File: config.mk
export PLATFORM = sky130hd
export DESIGN_NAME = peer_slot_table
export DESIGN_NICKNAME = d
export VERILOG_FILES = /design/src/sv/psl_pkg.sv /design/src/sv/psl_table.sv /design/src/sv/psl_ctrl.sv /design/src/sv/peer_slot_table.sv
export SDC_FILE = /design/constraint.sdc
export NUM_CORES = 1
export LEC_CHECK = 0
export BUFFER_PORTS_ARGS = -buffer_cell sky130_fd_sc_hd__buf_2
export CAP_MARGIN = 20
export CORE_UTILIZATION = 28
export CTS_BUF_LIST = sky130_fd_sc_hd__clkbuf_16
export DETAILED_ROUTE_END_ITERATION = 8
export MAX_ROUTING_LAYER = met4
export PLACE_DENSITY = 0.48
export SKIP_LAST_GASP = 1
export SLEW_MARGIN = 0
export SYNTH_ARGS = -nofsm -noshare
export SYNTH_HDL_FRONTEND = slang
export SYNTH_SLANG_ARGS = --single-unit
File: constraint.sdc
create_clock -name clk -period 9.4 [get_ports clk]
set_input_delay 2.82 -clock clk [delete_from_list [all_inputs] [get_ports clk]]
set_output_delay 2.82 -clock clk [all_outputs]
set_load 0.02 [all_outputs]
File: src/sv/psl_pkg.sv
`timescale 1ns / 1ps

package psl_pkg;

  // table size and derived widths
  localparam int NUM_SLOTS = 16;
  localparam int IDX_W     = (NUM_SLOTS > 1) ? $clog2(NUM_SLOTS) : 1;
  localparam int CNT_W     = $clog2(NUM_SLOTS + 1);
  localparam int SLOT_W    = 4;
  localparam int FRAG_W    = 16;
  localparam int ID_W      = 32;

  // operation codes
  localparam logic [2:0] OP_LOOKUP   = 3'd0;
  localparam logic [2:0] OP_ADD      = 3'd1;
  localparam logic [2:0] OP_REMOVE   = 3'd2;
  localparam logic [2:0] OP_DORMANT  = 3'd3;
  localparam logic [2:0] OP_RESUME   = 3'd4;
  localparam logic [2:0] OP_SET_FRAG = 3'd5;

  // result status codes
  localparam logic [1:0] ST_OK        = 2'd0;
  localparam logic [1:0] ST_PRESENT   = 2'd1;
  localparam logic [1:0] ST_FULL      = 2'd2;
  localparam logic [1:0] ST_NOT_FOUND = 2'd3;

  // configuration register indexes and reset values
  localparam logic [1:0] CFG_FRAG_DEFAULT = 2'd0;
  localparam logic [1:0] CFG_FRAG_MIN     = 2'd1;
  localparam logic [1:0] CFG_FRAG_MAX     = 2'd2;

  localparam logic [FRAG_W-1:0] FRAG_DEFAULT_RST = 16'd1200;
  localparam logic [FRAG_W-1:0] FRAG_MIN_RST     = 16'd512;
  localparam logic [FRAG_W-1:0] FRAG_MAX_RST     = 16'd1472;

  typedef struct packed {
    logic [2:0]        op;
    logic [ID_W-1:0]   peer_id;
    logic              is_local;
    logic [FRAG_W-1:0] frag_request;
  } req_t;

  typedef struct packed {
    logic [1:0]        status;
    logic [SLOT_W-1:0] slot;
    logic              slot_local;
    logic              slot_dormant;
    logic [FRAG_W-1:0] slot_frag;
  } rsp_t;

  typedef struct packed {
    logic [FRAG_W-1:0] frag_default;
    logic [FRAG_W-1:0] frag_min;
    logic [FRAG_W-1:0] frag_max;
  } cfg_t;

  typedef struct packed {
    logic              used;
    logic [ID_W-1:0]   peer;
    logic              is_local;
    logic              asleep;
    logic [FRAG_W-1:0] frag;
  } entry_t;

  typedef struct packed {
    logic             en;
    logic [IDX_W-1:0] idx;
    entry_t           data;
  } tbl_wr_t;

  // slot number as carried in a result: low bits of the index
  function automatic logic [SLOT_W-1:0] slot_field(input logic [IDX_W-1:0] idx);
    logic [IDX_W+SLOT_W-1:0] t;
    t = {{SLOT_W{1'b0}}, idx};
    return t[SLOT_W-1:0];
  endfunction

endpackage

File: src/sv/psl_table.sv
`timescale 1ns / 1ps

module psl_table (
  input  logic                     clk,
  input  logic                     rst,
  input  logic [psl_pkg::IDX_W-1:0] rd_idx,
  output psl_pkg::entry_t          rd_entry,
  input  psl_pkg::tbl_wr_t         wr
);
  import psl_pkg::*;

  logic [NUM_SLOTS-1:0] used;
  logic [ID_W-1:0]      peer     [NUM_SLOTS];
  logic                 is_local [NUM_SLOTS];
  logic                 asleep   [NUM_SLOTS];
  logic [FRAG_W-1:0]    frag     [NUM_SLOTS];

  // in-use flags are the only part that needs clearing
  always_ff @(posedge clk) begin
    if (rst) begin
      used <= '0;
    end else if (wr.en) begin
      used[wr.idx] <= wr.data.used;
    end
  end

  always_ff @(posedge clk) begin
    if (wr.en) begin
      peer[wr.idx]     <= wr.data.peer;
      is_local[wr.idx] <= wr.data.is_local;
      asleep[wr.idx]   <= wr.data.asleep;
      frag[wr.idx]     <= wr.data.frag;
    end
  end

  always_comb begin
    rd_entry.used     = used[rd_idx];
    rd_entry.peer     = peer[rd_idx];
    rd_entry.is_local = is_local[rd_idx];
    rd_entry.asleep   = asleep[rd_idx];
    rd_entry.frag     = frag[rd_idx];
  end

endmodule

File: src/sv/psl_ctrl.sv
`timescale 1ns / 1ps

module psl_ctrl (
  input  logic                      clk,
  input  logic                      rst,
  input  psl_pkg::cfg_t             cfg,
  input  logic                      start,
  input  psl_pkg::req_t             req,
  input  logic                      out_free,
  output logic                      idle,
  output logic                      done,
  output psl_pkg::rsp_t             rsp,
  output logic [psl_pkg::IDX_W-1:0] rd_idx,
  input  psl_pkg::entry_t           rd_entry,
  output psl_pkg::tbl_wr_t          wr
);
  import psl_pkg::*;

  localparam logic [1:0] S_IDLE = 2'd0;
  localparam logic [1:0] S_SCAN = 2'd1;
  localparam logic [1:0] S_EXEC = 2'd2;

  localparam logic [CNT_W-1:0] LAST = CNT_W'(NUM_SLOTS - 1);

  logic [1:0]       state;
  logic [1:0]       state_next;
  logic [CNT_W-1:0] cnt;
  req_t             cur;
  logic             found;
  logic [IDX_W-1:0] hit_idx;
  logic             have_free;
  logic [IDX_W-1:0] free_idx;

  logic             hit;
  logic             alloc;
  logic [IDX_W-1:0] target;
  entry_t           upd;
  logic [FRAG_W-1:0] clamped;

  // zero means default, then lower bound, then upper bound
  function automatic logic [FRAG_W-1:0] clamp_frag(input logic [FRAG_W-1:0] r,
                                                   input cfg_t c);
    logic [FRAG_W-1:0] f;
    f = (r != '0) ? r : c.frag_default;
    if (f < c.frag_min) f = c.frag_min;
    if (f > c.frag_max) f = c.frag_max;
    return f;
  endfunction

  assign idle    = (state == S_IDLE);
  assign hit     = rd_entry.used && (rd_entry.peer == cur.peer_id);
  assign alloc   = (cur.op == OP_ADD) && !found;
  assign target  = alloc ? free_idx : hit_idx;
  assign rd_idx  = (state == S_EXEC) ? target : cnt[IDX_W-1:0];
  assign clamped = clamp_frag(cur.frag_request, cfg);

  always_comb begin
    state_next = state;
    unique case (state)
      S_IDLE: if (start) state_next = S_SCAN;
      S_SCAN: if (cnt == LAST) state_next = S_EXEC;
      S_EXEC: if (out_free) state_next = S_IDLE;
      default: state_next = S_IDLE;
    endcase
  end

  always_ff @(posedge clk) begin
    if (rst) begin
      state <= S_IDLE;
    end else begin
      state <= state_next;
    end
  end

  // one compare per cycle: match on id, and remember the lowest free slot
  always_ff @(posedge clk) begin
    if (state == S_IDLE && start) begin
      cur       <= req;
      cnt       <= '0;
      found     <= 1'b0;
      have_free <= 1'b0;
      hit_idx   <= '0;
      free_idx  <= '0;
    end else if (state == S_SCAN) begin
      cnt <= cnt + 1'b1;
      if (hit && !found) begin
        found   <= 1'b1;
        hit_idx <= cnt[IDX_W-1:0];
      end
      if (!rd_entry.used && !have_free) begin
        have_free <= 1'b1;
        free_idx  <= cnt[IDX_W-1:0];
      end
    end
  end

  // result and write-back in the execute cycle
  always_comb begin
    upd        = rd_entry;
    wr.en      = 1'b0;
    wr.idx     = target;
    rsp.status = ST_OK;
    if (cur.op == OP_ADD) begin
      if (found) begin
        rsp.status = ST_PRESENT;
      end else if (!have_free) begin
        rsp.status = ST_FULL;
      end else begin
        upd.used     = 1'b1;
        upd.peer     = cur.peer_id;
        upd.is_local = cur.is_local;
        upd.asleep   = 1'b0;
        upd.frag     = clamped;
        wr.en        = 1'b1;
      end
    end else if (!found) begin
      rsp.status = ST_NOT_FOUND;
    end else begin
      case (cur.op)
        OP_REMOVE: begin
          upd.used   = 1'b0;
          upd.asleep = 1'b0;
          wr.en      = 1'b1;
        end
        OP_DORMANT: begin
          upd.asleep = 1'b1;
          wr.en      = 1'b1;
        end
        OP_RESUME: begin
          upd.asleep = 1'b0;
          wr.en      = 1'b1;
        end
        OP_SET_FRAG: begin
          upd.frag = clamped;
          wr.en    = 1'b1;
        end
        default: wr.en = 1'b0;
      endcase
    end
    wr.data = upd;
    if (state != S_EXEC || !out_free) wr.en = 1'b0;

    if (rsp.status == ST_FULL || rsp.status == ST_NOT_FOUND) begin
      rsp.slot         = '0;
      rsp.slot_local   = 1'b0;
      rsp.slot_dormant = 1'b0;
      rsp.slot_frag    = '0;
    end else begin
      rsp.slot         = slot_field(target);
      rsp.slot_local   = upd.is_local;
      rsp.slot_dormant = upd.asleep;
      rsp.slot_frag    = upd.frag;
    end
  end

  assign done = (state == S_EXEC) && out_free;

endmodule

File: src/sv/peer_slot_table.sv
`timescale 1ns / 1ps

// peer slot table: sixteen slots keyed by a 32-bit peer id. each request is
// one operation (lookup, add, remove, dormant, resume, set fragment size) and
// yields exactly one response with a status, the slot concerned and that
// slot's flags and fragment size after the operation. a request is handled by
// a single id comparator that walks the slots one per cycle, followed by an
// execute state that updates the slot and loads the response register, so a
// new request is accepted only after the previous one has left the execute
// state. req_stall is high while a request is being worked on, and also holds
// the execute state while the previous response still sits unaccepted in the
// output register.
// configuration registers (frag_default, frag_min, frag_max) are written
// through cfg_we/cfg_index/cfg_data and should only change while idle.

module peer_slot_table (
  input  logic                       clk,
  input  logic                       rst,
  // request channel
  input  logic                       req_valid,
  output logic                       req_stall,
  input  psl_pkg::req_t              req_data,
  // response channel
  output logic                       rsp_valid,
  input  logic                       rsp_stall,
  output psl_pkg::rsp_t              rsp_data,
  // configuration writes
  input  logic                       cfg_we,
  input  logic [1:0]                 cfg_index,
  input  logic [psl_pkg::FRAG_W-1:0] cfg_data
);
  import psl_pkg::*;

  cfg_t             cfg;
  logic             idle;
  logic             done;
  logic             out_free;
  rsp_t             rsp_next;
  logic [IDX_W-1:0] rd_idx;
  entry_t           rd_entry;
  tbl_wr_t          wr;

  // configuration registers
  always_ff @(posedge clk) begin
    if (rst) begin
      cfg.frag_default <= FRAG_DEFAULT_RST;
      cfg.frag_min     <= FRAG_MIN_RST;
      cfg.frag_max     <= FRAG_MAX_RST;
    end else if (cfg_we) begin
      unique case (cfg_index)
        CFG_FRAG_DEFAULT: cfg.frag_default <= cfg_data;
        CFG_FRAG_MIN:     cfg.frag_min     <= cfg_data;
        CFG_FRAG_MAX:     cfg.frag_max     <= cfg_data;
        default: ;
      endcase
    end
  end

  // a new request only when the sequencer is idle
  assign req_stall = !idle;

  // output register frees when empty or being taken this cycle
  assign out_free = !rsp_valid || !rsp_stall;

  always_ff @(posedge clk) begin
    if (rst) begin
      rsp_valid <= 1'b0;
    end else if (done) begin
      rsp_valid <= 1'b1;
    end else if (!rsp_stall) begin
      rsp_valid <= 1'b0;
    end
  end

  always_ff @(posedge clk) begin
    if (done) rsp_data <= rsp_next;
  end

  psl_ctrl u_ctrl (
    .clk      (clk),
    .rst      (rst),
    .cfg      (cfg),
    .start    (req_valid),
    .req      (req_data),
    .out_free (out_free),
    .idle     (idle),
    .done     (done),
    .rsp      (rsp_next),
    .rd_idx   (rd_idx),
    .rd_entry (rd_entry),
    .wr       (wr)
  );

  psl_table u_table (
    .clk      (clk),
    .rst      (rst),
    .rd_idx   (rd_idx),
    .rd_entry (rd_entry),
    .wr       (wr)
  );

endmodule

==> impl_metrics.csv, run 1 <==
group,metric,value,unit
outcome,outcome,"finished clean",
grt,grt_max_degree,85,
finish,fin_nets,3062,
critical_path,critPathLaunchType,"register",
grt,grt-ovfl-total,0,
critical_path,r2r-end,"u_table.frag[11][10]$_DFFE_PP_",
critical_path,crit_path_end,"u_table.frag[11][10]$_DFFE_PP_",
critical_path,r2r_cells,24,
critical_path,crit_start,"u_ctrl.cur[11]$_DFFE_PP_",
clocking,cts_max_level,3,
power_and_ir_drop,p_leak,0.0157,uW
grt,use_met1,0.228,
grt,top_usage_layer,"met2",
sta,whs,0.454,ns
clocking,cts.reportedPaths.clkPinSlew,0.06,ns
min_path,hold_path_class,"register to register",
placement,dp.cells,4725,
placement,dpl_worst_slack,1.64,ns
synth,avgSynthCellArea,14.3,um^2
drt,drt_iter0_markers,2079,
placement,hpwl,68400,um
placement,portBuffers,100,
critical_path,crit_path_cell_trace,"nor4_1 -> and4_1 -> a21o_1 -> ha_1 -> and3_1 -> a221o_1 -> a21o_1 -> a21oi_1 -> nor2b_1 -> o21a_1 -> a311o_1 -> mux2i_1 -> inv_1 -> ha_1 -> a21o_1 -> a21o_1 -> a21o_1 -> a21o_1 -> a221o_1 -> a21oi_1 -> nor4bb_1 -> o21ai_2 -> buf_4 -> o211ai_1",
floorplanning,top_level_ports,101,
clocking,cts_tree,"built",
finish,syn_to_final_growth,16.7,%
synth,synth_edf_count,876,
synth,ys_ff_latch,958,
grt,gr-usage-met3,0.0255,
critical_path,worstPathMaxFanout,20,
floorplanning,die_h,380,um
sta,drv_slew,0,
power_and_ir_drop,ir_worst_vdd,147,uV
synth,synth.distinct_cells,77,
drt,vias,24500,
sta,setup_violations,0,
synth,syn_inst,2810,
finish,drive_gt1_frac,0.159,
job,drv_cap,0,
finish,final_core_util,0.330,
critical_path,cp-end-kind,"register",
clocking,cts-buffers-inserted,103,
sta,rsz0062_at_grt,"no",
grt,grt_pass1_wl,172000,um
placement,place_congestion,0.782,
sta,finClkSkew,0.0422,ns
floorplanning,core,0.142,mm^2
clocking,clk_path_buf_depth,3,
critical_path,slowest_stage,"o211ai_1",
synth,seq_area_frac_synth,0.698,
sta,max_freq,0.129,GHz
floorplanning,row_count,138,
sta,final-hold-violation-count,0,
drt,wl_per_cell,23.9,um
synth,syn-cell-area,0.0400,mm^2
drt,drt-total-wl,118000,um
sta,tightest_slew,1.11,ns
floorplanning,start_util,0.282,
drt,drcViolationCount,0,
grt,grtUsageTotal,0.166,
clocking,clock_latency,0.70,ns
grt,antenna_found_initial,3,
critical_path,crit_type,"register to register",
synth,synth_fp_nets,2919,
clocking,clockRootBuffer,"clkbuf_16",
sta,fin_setup_tns,0,ns
critical_path,timing.critical_path.mode_cell,"a21o_1",
grt,met2_usage,0.253,
critical_path,rr_startpoint,"u_ctrl.cur[11]$_DFFE_PP_",
clocking,cts_resized,0,
floorplanning,die_w,380,um
drt,ant_nets,0,
grt,grt_pass1_vias,24100,
synth,yosys_warnings,0,
drt,firstDrtPassIters,5,
clocking,hold_buffers,0,
clocking,cts_setup_buffers,0,
floorplanning,die-area,0.145,mm^2
sta,setup_ws,1.62,ns
critical_path,arrival,8.09,ns
power_and_ir_drop,power_density,224,mW/mm^2
drt,routed_via_density,4.96,
critical_path,slowest_delay,0.87,ns
critical_path,ff2ff_setup_slack,1.62,ns
critical_path,worstPathRequired,9.71,ns
clocking,clkSinkCount,958,
sta,min_period,7.78,ns
sta,slew_headroom,0.262,
finish,finalNonFillerCells,4936,
synth,synthArstFlopShare,0,
synth,synth_ff_type,"edfxtp_1",
sta,post-route-period-util,0.827,
[cells by family (layout without fill, tap and decap cells)]
| logic type | after synthesis | in the layout | share of synthesized area |
|---|---|---|---|
| compound gates | 460 | 460 | 0.0782 |
| xor+xnor | 49 | 49 | 0.0107 |
| fa+ha+maj | 34 | 34 | 0.0106 |
| buf+inv | 231 | 464 | 0.0257 |
| flops | 958 | 958 | 0.698 |
| mux | 227 | 227 | 0.0845 |
| other cells | 0 | 3 | 0 |
| simple gates | 851 | 851 | 0.0924 |
[power breakdown]
| group | total, uW | internal (uW) | leakage, uW | switching [uW] |
|---|---|---|---|---|
| clock network | 4190 | 2430 | 0.00179 | 1760 |
| logic | 1340 | 444 | 0.00530 | 898 |
| registers | 4940 | 4910 | 0.00857 | 30.0 |
[placed cells by master, fill, tap and decap left out, drive strengths merged, types with 28 or more instances in the layout]
cell	n
edfxtp	876
nand2	495
buf	198
a21oi	146
mux2i	133
nand3	120
nor2	109
clkbuf	104
inv	96
mux4	84
dfxtp	82
o21ai	59
clkinv	49
a32oi	45
ha	34
nor3	33
a21o	31
a31oi	28
[stage by stage]
stage	total power (uW)	area, um^2
2_1_floorplan	5910	40000
3_3_place_gp	6340	43100
3_5_place_dp	6360	43100
4_1_cts	10600	46600
5_1_grt	10800	46700
6_report	10500	46700
[routing by layer]
metal	routed length (um)	vias up
li1	-	11000
met1	55200	12700
met2	54500	623
met3	5650	176
met4	2900	0
met5	0	-
[area by class of cell]
type / count / area (um^2)
sequential: 958 / 27900
timing repair buffer: 198 / 1370
clock buffer: 104 / 2600
antenna: 3 / 7.51
multi-input combinational: 1621 / 11300
clock inverter: 91 / 890
inverter: 71 / 268
tap: 1890 / 2360
fill: 13900 / 95000
[critical path, delay by kind of cell, from the launching register on]
kind,cells,cell delay [ns]
compound gates,14,3.91
simple gates,5,1.80
fa+ha+maj,2,0.55
flops,1,0.39
buf+inv,2,0.39
mux,1,0.36
[flip-flops by register name, summed over array words and instances, names as in the netlist, 16 cells and up]
register and count:
u_table.peer 512, u_table.frag 256, u_ctrl.cur 52, cfg 48, rsp_data 24, u_table.asleep 16
u_table.is_local 16, u_table.used 16
[Yosys cell counts (17+ instances only)]
cell type | number | share of area
mux2i_1 | 129 | 0.032
a32oi_1 | 45 | 0.0098
o21ai_0 | 59 | 0.0074
nand3_1 | 120 | 0.015
ha_1 | 34 | 0.011
a22oi_1 | 17 | 0.0032
nor2_1 | 106 | 0.0099
nor3_1 | 33 | 0.0041
mux4_2 | 84 | 0.047
clkbuf_1 | 65 | 0.0061
a221oi_1 | 22 | 0.0048
inv_1 | 71 | 0.0067
a31oi_1 | 28 | 0.0044
edfxtp_1 | 876 | 0.66
xnor2_1 | 26 | 0.0057
a21o_1 | 31 | 0.0058
and3_1 | 27 | 0.0042
a21oi_1 | 146 | 0.018
xor2_1 | 23 | 0.0050
buf_2 | 60 | 0.0075
dfxtp_1 | 82 | 0.041
buf_1 | 20 | 0.0019
o211ai_1 | 17 | 0.0032
nand2_1 | 495 | 0.046
[how the worst min path moves through the flow]
stage,depth (start not counted),to,startpoint,slack [ns]
after floorplan,2,u_ctrl.cnt[4]$_SDFFE_PP0P_,u_ctrl.cnt[4]$_SDFFE_PP0P_,0.43
after global placement,2,u_ctrl.cnt[4]$_SDFFE_PP0P_,u_ctrl.cnt[4]$_SDFFE_PP0P_,0.44
after detailed placement,2,u_ctrl.cnt[4]$_SDFFE_PP0P_,u_ctrl.cnt[4]$_SDFFE_PP0P_,0.44
after CTS,2,u_ctrl.cnt[4]$_SDFFE_PP0P_,u_ctrl.cnt[4]$_SDFFE_PP0P_,0.46
after global routing,2,cfg[47]$_SDFFE_PP0P_,cfg[47]$_SDFFE_PP0P_,0.49
final,2,u_ctrl.cnt[4]$_SDFFE_PP0P_,u_ctrl.cnt[4]$_SDFFE_PP0P_,0.45
No activity file was read; power rests on OpenSTA's default activity.
==> run 2: changes to the inputs <==
==> constraint.sdc (replaced) <==
create_clock -name clk -period 8.15 [get_ports clk]
set_input_delay 2.445 -clock clk [delete_from_list [all_inputs] [get_ports clk]]
set_output_delay 2.445 -clock clk [all_outputs]
set_load 0.02 [all_outputs]
==> impl_metrics.csv, run 2 (synthesis results as in run 1) <==
group,metric,value,unit
critical_path,cp-end-kind,"register",
job,drv_cap,0,
drt,routed_via_density,4.92,
sta,tightest_slew,1.14,ns
placement,portBuffers,100,
finish,fin_nets,3068,
finish,layout_commonest_cell,"edfxtp_1",
sta,min_period,7.27,ns
floorplanning,die_w,380,um
min_path,hold_path_class,"register to register",
clocking,clkSinkCount,958,
outcome,outcome,"finished clean",
drt,vias,24300,
floorplanning,start_util,0.282,
floorplanning,core,0.142,mm^2
clocking,cts_setup_buffers,0,
critical_path,ff2ff_setup_slack,0.88,ns
drt,wl_per_cell,23.6,um
finish,layout_common_cells,"edfxtp_1, nand2_1, a21oi_1",
finish,reg.largest.list,"u_table.peer (512), u_table.frag (256), u_ctrl.cur (52)",
drt,drcViolationCount,0,
floorplanning,die_h,380,um
drt,ant_nets,0,
sta,rsz0062_at_grt,"no",
sta,slew_headroom,0.238,
critical_path,arrival,7.65,ns
grt,grt_max_degree,104,
min_path,whs_endpoint,"u_ctrl.cnt[4]$_SDFFE_PP0P_",
min_path,holdCritStartpoint,"u_ctrl.cnt[4]$_SDFFE_PP0P_",
critical_path,r2r-end,"u_table.frag[5][8]$_DFFE_PP_",
critical_path,worstPathRequired,8.53,ns
power_and_ir_drop,power_density,258,mW/mm^2
power_and_ir_drop,ir_worst_vdd,179,uV
drt,drt-total-wl,117000,um
sta,finClkSkew,0.0638,ns
power_and_ir_drop,p_leak,0.0157,uW
clocking,cts_resized,0,
critical_path,critPathLaunchType,"register",
critical_path,crit_type,"register to register",
finish,drive_gt1_frac,0.164,
sta,max_freq,0.138,GHz
sta,fin_setup_tns,0,ns
sta,post-route-period-util,0.892,
grt,antenna_found_initial,7,
floorplanning,die-area,0.145,mm^2
finish,nFillCells,13800,
sta,drv_slew,0,
finish,max_flop_register,"u_table.peer",
grt,grt-ovfl-total,0,
clocking,cts_max_level,3,
critical_path,rr_startpoint,"u_ctrl.cur[2]$_DFFE_PP_",
placement,hpwl,66900,um
grt,grt_pass1_wl,170000,um
placement,dp.cells,4729,
finish,largest_register_ffs,512,
grt,grtUsageTotal,0.164,
finish,syn_to_final_growth,17.0,%
clocking,cts-buffers-inserted,100,
min_path,hold_depth,2,
critical_path,r2r_cells,23,
grt,grt_pass1_vias,23900,
clocking,cts_tree,"built",
finish,finalNonFillerCells,4938,
sta,final-hold-violation-count,0,
clocking,clk_path_buf_depth,3,
floorplanning,row_count,138,
sta,whs,0.456,ns
placement,place_congestion,0.806,
sta,setup_violations,0,
clocking,hold_buffers,0,
floorplanning,top_level_ports,101,
clocking,clock_latency,0.73,ns
drt,drt_iter0_markers,2220,
clocking,cts.reportedPaths.clkPinSlew,0.06,ns
critical_path,worstPathMaxFanout,26,
clocking,clockRootBuffer,"clkbuf_16",
drt,firstDrtPassIters,5,
-- run 2: changes by cell type in the layout (fill, tap and decap cells not counted), sizes merged --
cell / previous run / this run
buf: 198 / 206
clkinv: 49 / 41
diode: 3 / 7
inv: 96 / 92
bufinv: 15 / 18
clkbuf: 104 / 101
clkinvlp: 2 / 4
-- run 2: stage by stage --
| step | setup slack, ns | util | power [uW] | area (um^2) |
|---|---|---|---|---|
| after floorplan | 1.10 | - | 6820 | 40000 |
| after global placement | 0.788 | 0.305 | 7330 | 43200 |
| after detailed placement | 0.594 | 0.305 | 7340 | 43200 |
| after CTS | 0.601 | 0.329 | 12200 | 46700 |
| after global routing | 0.395 | 0.330 | 12500 | 46800 |
| final | 0.879 | 0.330 | 12100 | 46800 |
-- run 2: final cells by class --
cell class	count	area, um^2	share of cell area
antenna	7	17.5	0.000374
tap	1890	2360	0.0505
timing repair buffer	207	1500	0.0320
clock buffer	100	2500	0.0534
sequential	958	27900	0.597
multi-input combinational	1621	11300	0.241
inverter	71	268	0.00572
clock inverter	84	965	0.0206
-- run 2: how the worst max path moves through the flow --
stage	slack (ns)	to	cells after the start	start
after detailed placement	0.59	u_table.frag[14][3]$_DFFE_PP_	24	u_ctrl.cur[3]$_DFFE_PP_
after CTS	0.60	u_table.frag[8][4]$_DFFE_PP_	24	u_ctrl.cur[3]$_DFFE_PP_
after floorplan	1.10	u_table.used[5]$_SDFFE_PP0P_	6	rsp_stall
after global placement	0.79	u_table.frag[14][0]$_DFFE_PP_	24	u_ctrl.cur[3]$_DFFE_PP_
final	0.88	u_table.frag[5][8]$_DFFE_PP_	23	u_ctrl.cur[2]$_DFFE_PP_
after global routing	0.39	u_table.frag[4][8]$_DFFE_PP_	23	u_ctrl.cur[2]$_DFFE_PP_
-- run 2: critical path, stage by stage (launching register included) --
cell and delay, ns:
edfxtp_1 0.40, nor4_1 0.37, and4_1 0.35, a21o_1 0.19, ha_1 0.25, and3_1 0.21
a221o_1 0.35, a21o_1 0.17, a21oi_1 0.14, nor2b_1 0.06, o21a_1 0.16, a311o_1 0.44
mux2i_1 0.32, inv_1 0.08, ha_1 0.29, a21o_1 0.16, a21o_1 0.17, a21o_1 0.16
a21o_1 0.18, a221o_1 0.34, a21oi_1 0.22, nor4bb_1 0.54, o21ai_2 0.45, o211ai_1 0.94
-- run 2: metal layers --
layer	wire [um]	global-route usage	vias to the layer above
li1	-	-	11000
met1	54400	0.226	12500
met2	54200	0.253	622
met3	5460	0.0213	143
met4	2700	0.0485	0
met5	0	-	-
-- run 2: where the power goes --
group	switching, uW	internal, uW
combinational	1030	528
clock	2010	2820
sequential	35.3	5660
